`src/hw/rtl/lcs_pkg.sv`:
```
// Shared types and constants for the LED driver configuration sequencer.
// Holds the microcode word layout, sequencer opcodes and phase codes.
// No dependencies.
package lcs_pkg;

    localparam int MAX_CHAIN_DEF = 6;
    localparam int CHAIN_W = 3;
    localparam int GAIN_W = 7;
    localparam int BYTE_W = 8;
    localparam int BIT_CNT_W = $clog2(BYTE_W);
    localparam int STEP_W = 4;

    localparam logic [1:0] PH_ENTER = 2'd0;
    localparam logic [1:0] PH_SHIFT = 2'd1;
    localparam logic [1:0] PH_EXIT = 2'd2;

    typedef enum logic [1:0] {
        OP_NEXT,
        OP_SKIP_EMPTY,
        OP_DATA_LOOP,
        OP_END
    } op_t;

    typedef struct packed {
        logic [1:0]        phase;
        logic              oe;
        logic              le;
        logic              data_en;
        op_t               op;
        logic [STEP_W-1:0] target;
    } ucode_t;

endpackage

```
`src/hw/rtl/lcs_ucode_rom.sv`:
```
// Microcode program of the configuration-write sequence, one word per step.
// Depends on lcs_pkg for the control word layout and opcodes.
module lcs_ucode_rom
    import lcs_pkg::*;
(
    input  logic [STEP_W-1:0] step,
    output ucode_t            word
);

    localparam logic [STEP_W-1:0] STEP_EXIT = STEP_W'(6);

    always_comb
    begin
        word = '{phase: PH_EXIT, oe: 1'b1, le: 1'b0, data_en: 1'b0,
                 op: OP_END, target: '0};
        case (step)
            STEP_W'(0):  word = '{PH_ENTER, 1'b1, 1'b0, 1'b0, OP_NEXT, '0};
            STEP_W'(1):  word = '{PH_ENTER, 1'b0, 1'b0, 1'b0, OP_NEXT, '0};
            STEP_W'(2):  word = '{PH_ENTER, 1'b1, 1'b0, 1'b0, OP_NEXT, '0};
            STEP_W'(3):  word = '{PH_ENTER, 1'b1, 1'b1, 1'b0, OP_NEXT, '0};
            STEP_W'(4):  word = '{PH_ENTER, 1'b1, 1'b0, 1'b0, OP_SKIP_EMPTY, STEP_EXIT};
            STEP_W'(5):  word = '{PH_SHIFT, 1'b1, 1'b0, 1'b1, OP_DATA_LOOP, '0};
            STEP_W'(6):  word = '{PH_EXIT, 1'b1, 1'b0, 1'b0, OP_NEXT, '0};
            STEP_W'(7):  word = '{PH_EXIT, 1'b0, 1'b0, 1'b0, OP_NEXT, '0};
            STEP_W'(8):  word = '{PH_EXIT, 1'b1, 1'b0, 1'b0, OP_NEXT, '0};
            STEP_W'(9):  word = '{PH_EXIT, 1'b1, 1'b0, 1'b0, OP_NEXT, '0};
            STEP_W'(10): word = '{PH_EXIT, 1'b1, 1'b0, 1'b0, OP_END, '0};
            default:     word = '{PH_EXIT, 1'b1, 1'b0, 1'b0, OP_END, '0};
        endcase
    end

endmodule

```
`src/hw/rtl/led_driver_config_sequencer.sv`:
```
// Top level of the LED driver configuration-write sequencer.
// Depends on lcs_pkg and lcs_ucode_rom.
//
//   channel | signals                              | direction
//   in      | in_valid, in_stall, gain, flag       | request item in
//   out     | out_valid, out_stall, pin levels     | one item per pulse out
//   cfg     | cfg_write_en, cfg_write_data         | chain length write
//
// A request produces 10 + 8 * chips items, one per cycle while out_stall is low,
// so up to 58 items; the microcode step counter issues one control word a cycle
// unless a stall holds it.
// A new request is taken once the final item is in the output register.
// Reset sets the chain length to one and empties the sequencer.
// A stall holds the output register and freezes the step counter.
module led_driver_config_sequencer
    import lcs_pkg::*;
#(
    parameter int MAX_CHAIN = MAX_CHAIN_DEF
)
(
    input  logic               clk,
    input  logic               rst_n,
    input  logic               in_valid,
    output logic               in_stall,
    input  logic [GAIN_W-1:0]  current_gain,
    input  logic               high_current,
    output logic               out_valid,
    input  logic               out_stall,
    output logic [1:0]         phase,
    output logic               data_bit,
    output logic               latch_enable,
    output logic               output_enable,
    output logic               last_pulse,
    input  logic               cfg_write_en,
    input  logic [CHAIN_W-1:0] cfg_write_data
);

    logic [CHAIN_W-1:0]   chain_length_reg;
    logic                 busy_reg;
    logic [STEP_W-1:0]    step_reg, step_next;
    logic [BYTE_W-1:0]    cfg_byte_reg;
    logic [BYTE_W-1:0]    shift_reg;
    logic [BIT_CNT_W-1:0] bit_reg;
    logic [CHAIN_W-1:0]   chips_reg;
    logic [CHAIN_W-1:0]   chip_left_reg;
    logic                 out_valid_reg;
    logic [1:0]           phase_reg;
    logic                 data_bit_reg;
    logic                 le_reg;
    logic                 oe_reg;
    logic                 last_reg;

    ucode_t               word;
    logic                 accept;
    logic                 advance;
    logic                 byte_done;
    logic                 data_done;
    logic [CHAIN_W-1:0]   chips_sat;
    logic [BYTE_W-1:0]    new_byte;

    lcs_ucode_rom u_rom
    (
        .step (step_reg),
        .word (word)
    );

    assign in_stall  = busy_reg;
    assign accept    = in_valid && !busy_reg;
    assign advance   = busy_reg && (!out_valid_reg || !out_stall);
    assign byte_done = (bit_reg == BIT_CNT_W'(BYTE_W - 1));
    assign data_done = byte_done && (chip_left_reg == '0);
    assign chips_sat = (chain_length_reg > CHAIN_W'(MAX_CHAIN)) ?
                       CHAIN_W'(MAX_CHAIN) : chain_length_reg;
    assign new_byte  = {current_gain[GAIN_W-2:0], current_gain[GAIN_W-1], high_current};

    always_comb
    begin
        step_next = step_reg + STEP_W'(1);
        case (word.op)
            OP_NEXT:       step_next = step_reg + STEP_W'(1);
            OP_SKIP_EMPTY: step_next = (chips_reg == '0) ? word.target :
                                       step_reg + STEP_W'(1);
            OP_DATA_LOOP:  step_next = data_done ? step_reg + STEP_W'(1) : step_reg;
            OP_END:        step_next = '0;
            default:       step_next = '0;
        endcase
    end

    always_ff @(posedge clk or negedge rst_n)
    begin
        if (!rst_n)
        begin
            chain_length_reg <= CHAIN_W'(1);
            busy_reg         <= 1'b0;
            step_reg         <= '0;
            out_valid_reg    <= 1'b0;
        end
        else
        begin
            if (cfg_write_en)
            begin
                chain_length_reg <= cfg_write_data;
            end
            if (accept)
            begin
                busy_reg      <= 1'b1;
                step_reg      <= '0;
                cfg_byte_reg  <= new_byte;
                shift_reg     <= new_byte;
                bit_reg       <= '0;
                chips_reg     <= chips_sat;
                chip_left_reg <= chips_sat - CHAIN_W'(1);
            end
            else if (advance)
            begin
                step_reg <= step_next;
                if (word.op == OP_END)
                begin
                    busy_reg <= 1'b0;
                end
                if (word.data_en)
                begin
                    bit_reg <= bit_reg + BIT_CNT_W'(1);
                    if (byte_done)
                    begin
                        shift_reg     <= cfg_byte_reg;
                        chip_left_reg <= chip_left_reg - CHAIN_W'(1);
                    end
                    else
                    begin
                        shift_reg <= {shift_reg[BYTE_W-2:0], 1'b0};
                    end
                end
            end
            if (advance)
            begin
                out_valid_reg <= 1'b1;
                phase_reg     <= word.phase;
                data_bit_reg  <= word.data_en && shift_reg[BYTE_W-1];
                le_reg        <= word.data_en ? data_done : word.le;
                oe_reg        <= word.oe;
                last_reg      <= (word.op == OP_END);
            end
            else if (!out_stall)
            begin
                out_valid_reg <= 1'b0;
            end
        end
    end

    assign out_valid     = out_valid_reg;
    assign phase         = phase_reg;
    assign data_bit      = data_bit_reg;
    assign latch_enable  = le_reg;
    assign output_enable = oe_reg;
    assign last_pulse    = last_reg;

endmodule

```
`config.mk`:
```
export PLATFORM = sky130hd
export DESIGN_NAME = led_driver_config_sequencer
export DESIGN_NICKNAME = d
export VERILOG_FILES = /design/src/hw/rtl/lcs_pkg.sv /design/src/hw/rtl/lcs_ucode_rom.sv /design/src/hw/rtl/led_driver_config_sequencer.sv
export SDC_FILE = /design/constraint.sdc
export NUM_CORES = 1
export LEC_CHECK = 0
export BUFFER_PORTS_ARGS = -buffer_cell sky130_fd_sc_hd__buf_2
export CORE_ASPECT_RATIO = 0.5
export CORE_MARGIN = 5
export CORE_UTILIZATION = 56
export DETAILED_ROUTE_END_ITERATION = 7
export PLACE_DENSITY = 0.77
export SETUP_SLACK_MARGIN = 0.3
export SYNTH_ARGS = -nofsm -noshare
export SYNTH_HDL_FRONTEND = slang
export SYNTH_HIERARCHICAL = 1
export SYNTH_SLANG_ARGS = --single-unit
```
`constraint.sdc`:
```
create_clock -name clk -period 5.5 [get_ports clk]
set_clock_uncertainty 0.15 [all_clocks]
set_input_delay 1.1 -clock clk [delete_from_list [all_inputs] [get_ports clk]]
set_output_delay 1.1 -clock clk [all_outputs]
set_load 0.1 [all_outputs]
```
Word level (Yosys, flattened, before mapping)
Memory sizes are Yosys's and may differ from the RTL's.
Index checks and enable logic that the tools add are counted.
- flip-flop bits (word level): 40
- latch bits: 0
- bits in writable memories: 0
- bits in read-only memories: 144
- bits of input ports: 16
- output and inout port bits: 8
- word-level logic and storage cells: 69
- memories: 1
- memories (memory ; depth ; bits a word ; rd ports ; clocked after Yosys merged registers in ; write ports ; RTL line ; source):
    (name not given) ; 16 ; 9 ; 1 ; 0 ; 0 ; lcs_ucode_rom.sv:16 ; case (step)
- $add $sub $neg: 4
- multipliers: 0
- divide/modulo/power cells: 0
- magnitude comparators: 1
- eq/ne operators: 6
- shift-type cells: 0
- mux-type cells: 22
- bitwise logic cells: 0
- reduce and logical (&&, ||, !) cells: 21
- operator list (kind ; number):
    $mux W8 ; 4
    $mux W3 ; 7
    $mux W4 ; 4
    $pmux W4 S4 ; 1
    $reduce_and A2 Y1 ; 4
    $reduce_bool A2 Y1 ; 4
    $logic_not A3 Y1 ; 2
    $mux W1 ; 6
    $sub A3 B1 Y3 const B ; 2
    $add A4 B1 Y4 const B ; 1
    $eq A2 B2 Y1 const B ; 2
    $logic_and A1 B1 Y1 ; 4
    $reduce_and A4 Y1 ; 1
    $add A3 B1 Y3 const B ; 1
    $eq A3 B3 Y1 const B ; 1
    $gt A3 B3 Y1 const B ; 1
    $logic_not A1 Y1 ; 3
    $ne A3 B3 Y1 const B ; 1
    $reduce_and A3 Y1 ; 1
    $eq A2 B1 Y1 const B ; 1
    $logic_not A2 Y1 ; 1
    $ne A2 B1 Y1 const B ; 1
    $logic_or A1 B1 Y1 ; 1

Longest topological paths before layout
- depth after elaboration: 6
- mapped depth: 7
- mapped depth without buffers: 6

By module
The synthesis kept the hierarchy.
- by module, submodules not included (module ; instances ; cells an instance ; area an instance (um^2) ; seq. area each (um^2)):
    led_driver_config_sequencer ; 1 ; 130 ; 1785.5 ; 1157.4
    lcs_ucode_rom ; 1 ; 17 ; 115.1 ; 0.0

Least setup slack after synthesis
OpenSTA, ideal clock, no wires.
- kind: register -> register
- start: register busy_reg, in the netlist in_stall
- end: register shift_reg[0] (enable)
- arrival time: 2.152 ns
- path slack: 2.812 ns
- cell stages (with the launch flop): 4
- buffers on the path: 0
- clock period less this slack: 2.688 ns
- path through: dfrtp_1 > a21boi_4 > nand2_1 > a21boi_0
- word-level cells in the longest chain between the ends: 4
- ends and longest elaborated chain (what ; RTL line ; source):
    start, declared ; led_driver_config_sequencer.sv:39 ; logic busy_reg;
    start signal, assigned ; led_driver_config_sequencer.sv:94 ; busy_reg <= 1'b0;
    start signal, assigned ; led_driver_config_sequencer.sv:106 ; busy_reg <= 1'b1;
    start signal, assigned ; led_driver_config_sequencer.sv:119 ; busy_reg <= 1'b0;
    $logic_not A1 Y1 ; led_driver_config_sequencer.sv:68 ; assign accept = in_valid && !busy_reg;
    $logic_and A1 B1 Y1 ; led_driver_config_sequencer.sv:68 ;
    $reduce_bool A2 Y1 (no source line) ; -- ;
    $reduce_and A3 Y1 (no source line) (*) ; -- ;
    end signal, assigned ; led_driver_config_sequencer.sv:109 ; shift_reg <= new_byte;
    end signal, assigned ; led_driver_config_sequencer.sv:126 ; shift_reg <= cfg_byte_reg;
    end signal, assigned ; led_driver_config_sequencer.sv:131 ; shift_reg <= {shift_reg[BYTE_W-2:0], 1'b0};
    end, declared ; led_driver_config_sequencer.sv:42 ; logic [BYTE_W-1:0] shift_reg;
Mark *: on every way between the ends. The rest lies on a longest branch, timed or not.
A chain may end at the register's enable or synchronous reset.

Worst setup path in the final report
- start: input port in_valid
- end: register chips_reg[1] (enable)
- word-level cells in the longest chain between the ends: 2
- ends and longest elaborated chain (what ; RTL line ; source):
    start, declared ; led_driver_config_sequencer.sv:23 ; input logic in_valid,
    $logic_and A1 B1 Y1 ; led_driver_config_sequencer.sv:68 ;
    $reduce_and A2 Y1 (no source line) ; -- ;
    end signal, assigned ; led_driver_config_sequencer.sv:111 ; chips_reg <= chips_sat;
    end, declared ; led_driver_config_sequencer.sv:44 ; logic [CHAIN_W-1:0] chips_reg;
No other way between the ends.

==> flow_metrics.tcl <==
set metrics [dict create \
    outcome "complete, no violations" \
    cap_violations 0 \
    top_level_ports 24 \
    postCtsSetupRepairBufs 0 \
    async_flop_share_pct 22.5 \
    crit_start "in_valid" \
    max_freq_mhz 339 \
    synth_edf_count 31 \
    p_clk_share_pct 18.5 \
    diodes 0 \
    viasPerCell 5.32 \
    crit_fanout 20 \
    grt_antenna_before_repair 0 \
    finalSetupViolCount 0 \
    ys_seq_area_share_pct 60.9 \
    min_from "chain_length_reg[1]" \
    p_seq_share_pct 45.0 \
    place_ws_ns 2.22 \
    p_sw_uw 387 \
    route.detailed.drc 0 \
    num_vias 1106 \
    initial_core_util_pct 61.0 \
    core_mm2 0.00312 \
    ctsHtreeMaxLevel 2 \
    crit_chain "buf_2 > nor2b_1 > and2_1" \
    finalHoldViolCount 0 \
    worst_pin_slew_ns 1.18 \
    rr_worst_depth 4 \
    period_share_pct 53.6 \
    ys_warn_count 6 \
    grt_pass1_vias 1157 \
    r2r_start "step_reg[1]" \
    syn_area_per_cell_um2 12.9 \
    grt_pass1_wl_mm 5.55 \
    synth_top_family_by_area "simple AND/OR/NAND/NOR gates" \
    hold_depth 0 \
    yosysTopAreaCellShare_pct 49.0 \
    cp.required_ns 5.28 \
    power_uw 993 \
    clk_pin_slew_ns 0.07 \
    syn_inst 147 \
    tns_ns 0 \
    synth-compound-area-share_pct 10.1 \
    grt_overflow 0 \
    synth-adder-area-share_pct 2.63 \
    cts.sinks 40 \
    crit_slowest_cell "nor2b_1" \
    die_h_um 51.2 \
    dieArea_mm2 0.00473 \
    p_sw_share_pct 39.0 \
    io_buffer_count 23 \
    post_cts_resized 0 \
    hold_path.class "reg2reg" \
    slew_violations 0 \
    synth_cell_type_count 36 \
    detail_route.wl_per_cell_um 15.4 \
    critical_path_class "in2reg" \
    synthSimpleGateAreaFrac_pct 12.8 \
    synth_xor_area_share_pct 1.84 \
    power_density_mw_per_mm2 477 \
    drive_gt1_share_pct 22.6 \
    netlist_area_mm2 0.00190 \
    ant_nets 0 \
    intPower_uw 606 \
    place_hpwl_mm 2.28 \
    fin_crit_ns 2.95 \
    cts-root-buf "clkbuf_8" \
    cts_max_path_buffers 2 \
    synth_area_leaders "edfxtp_1 49%, dfrtp_1 11%, mux2i_1 5.3%" \
    cts-buffers-inserted 5 \
    first_iter_violations 61 \
    cts_tree "yes" \
    rsz0062_at_grt "false" \
    cp-endpoint "chips_reg[1]" \
    yosysTopAreaCell "edfxtp_1" \
    synthFlopType "edfxtp_1" \
    synth.area.mux_share_pct 7.64 \
    slew-limit-headroom_pct 20.5 \
    fp.dieW_um 92.4 \
    nets 188 \
    hold_buffers 0 \
    p_leak_nw 0.784 \
    first_pass_iters 4 \
    combPwrFrac_pct 36.5 \
    critPathCaptureType "flop" \
    syn_to_final_growth_pct 9.41 \
    slowest_delay_ns 0.91 \
    rrSetupSlack_ns 2.76 \
    worstSkewPairLatency_ns 0.29 \
    rows 14 \
    drt-total-wl_mm 3.21 \
    fin_ws_ns 2.55 \
    gp_congestion 0.707 \
    crit_arrival_ns 2.72 \
    grt_use_total_pct 15.5 \
    rr_endpoint "shift_reg[1]" \
    ys_ff_latch 40 \
    cp-start-kind "input pin" \
    grt_max_degree 21 \
    ir_worst_vdd_uv 204 \
]
synthesized netlist by cell type (2+ instances only):
| cell type | n |
|---|---|
| nand3_1 | 7 |
| xor2_1 | 2 |
| ha_1 | 4 |
| edfxtp_1 | 31 |
| a21boi_0 | 3 |
| clkbuf_1 | 4 |
| nand2_1 | 14 |
| nor3_1 | 2 |
| a21o_1 | 2 |
| dfrtp_1 | 8 |
| nor2_1 | 6 |
| inv_1 | 2 |
| xnor2_1 | 2 |
| buf_4 | 4 |
| o22a_1 | 2 |
| mux2_2 | 4 |
| a221oi_1 | 2 |
| mux2i_1 | 10 |
| buf_6 | 2 |
| and2_1 | 5 |
| nor2b_1 | 2 |
| a21oi_1 | 5 |
| nand2b_1 | 3 |
| o21ai_0 | 9 |
per-stage QoR:
step / cells / instance area (um^2) / utilization [%] / hold WS (ns)
floorplan: 148 / 1900 / - / 0.353
global placement: 201 / 2000 / 64.2 / 0.342
detailed placement: 201 / 2000 / 64.2 / 0.338
CTS: 208 / 2080 / 66.7 / 0.357
global route: 208 / 2080 / 66.7 / 0.375
finish: 208 / 2080 / 66.7 / 0.359
logic make-up (layout without fill, tap and decap cells):
kind of cell / Yosys count / in the layout
muxes: 14 / 14
buffers and inverters: 12 / 32
and+or+nand+nor: 44 / 44
DFF: 40 / 40
adders and majority gates: 4 / 4
AOI/OAI and AO/OA: 28 / 28
xor gates and xnor gates: 4 / 4
other: 1 / 2
metal layers:
layer  vias to the layer above  global-route usage [%]  part of all wire (%)
met3                         5                    6.16                   4.6
li1                        569                       -                     -
met2                        15                    24.1                    45
met4                         0                    4.43                   1.1
met1                       517                    20.4                    50
met5                         -                       0                     0
cell type report:
cell class / instances / area (um^2)
Clock buffer: 6 / 72.6
Clock inverter: 1 / 5.00
Fill cell: 234 / 1040
Inverter: 2 / 7.51
Multi-Input combinational cell: 96 / 672
Sequential cell: 40 / 1160
Tap cell: 40 / 50.0
Timing Repair Buffer: 23 / 115
worst min path at each step:
stage                         endpoint  slack [ns]
after global routing      chips_reg[1]        0.38
after CTS                 chips_reg[1]        0.36
after detailed placement  chips_reg[1]        0.34
final                     chips_reg[1]        0.36
after floorplan               data_bit        0.35
after global placement    chips_reg[1]        0.34
worst max-delay path, delay by kind of cell:
kind | cells | cell delay, ns
buf+inv | 1 | 0.09
simple gates | 2 | 1.53
cells in the final DEF (no fill, tap or decap), types with 2 or more instances in the layout:
cell	count
nor2_1	6
buf_2	23
a21boi_0	3
o22a_1	2
nor2b_1	2
xnor2_1	2
mux2i_1	10
nor3_1	2
mux2_2	4
nand2_1	14
a21o_1	2
dfrtp_1	8
conb_1	2
o21ai_0	9
a221oi_1	2
ha_1	4
and2_1	5
edfxtp_1	31
inv_1	2
nand2b_1	3
a21oi_1	5
nand3_1	7
xor2_1	2
clkbuf_8	5
power groups by stage:
stage | registers [mW] | logic (mW) | clock network (mW)
2_1_floorplan | 0.535 | 0.219 | 0
3_5_place_dp | 0.452 | 0.363 | 0
5_1_grt | 0.454 | 0.399 | 0.204
4_1_cts | 0.445 | 0.364 | 0.186
6_report | 0.446 | 0.362 | 0.184
3_3_place_gp | 0.449 | 0.353 | 0
No activity file was read; power rests on OpenSTA's default activity.
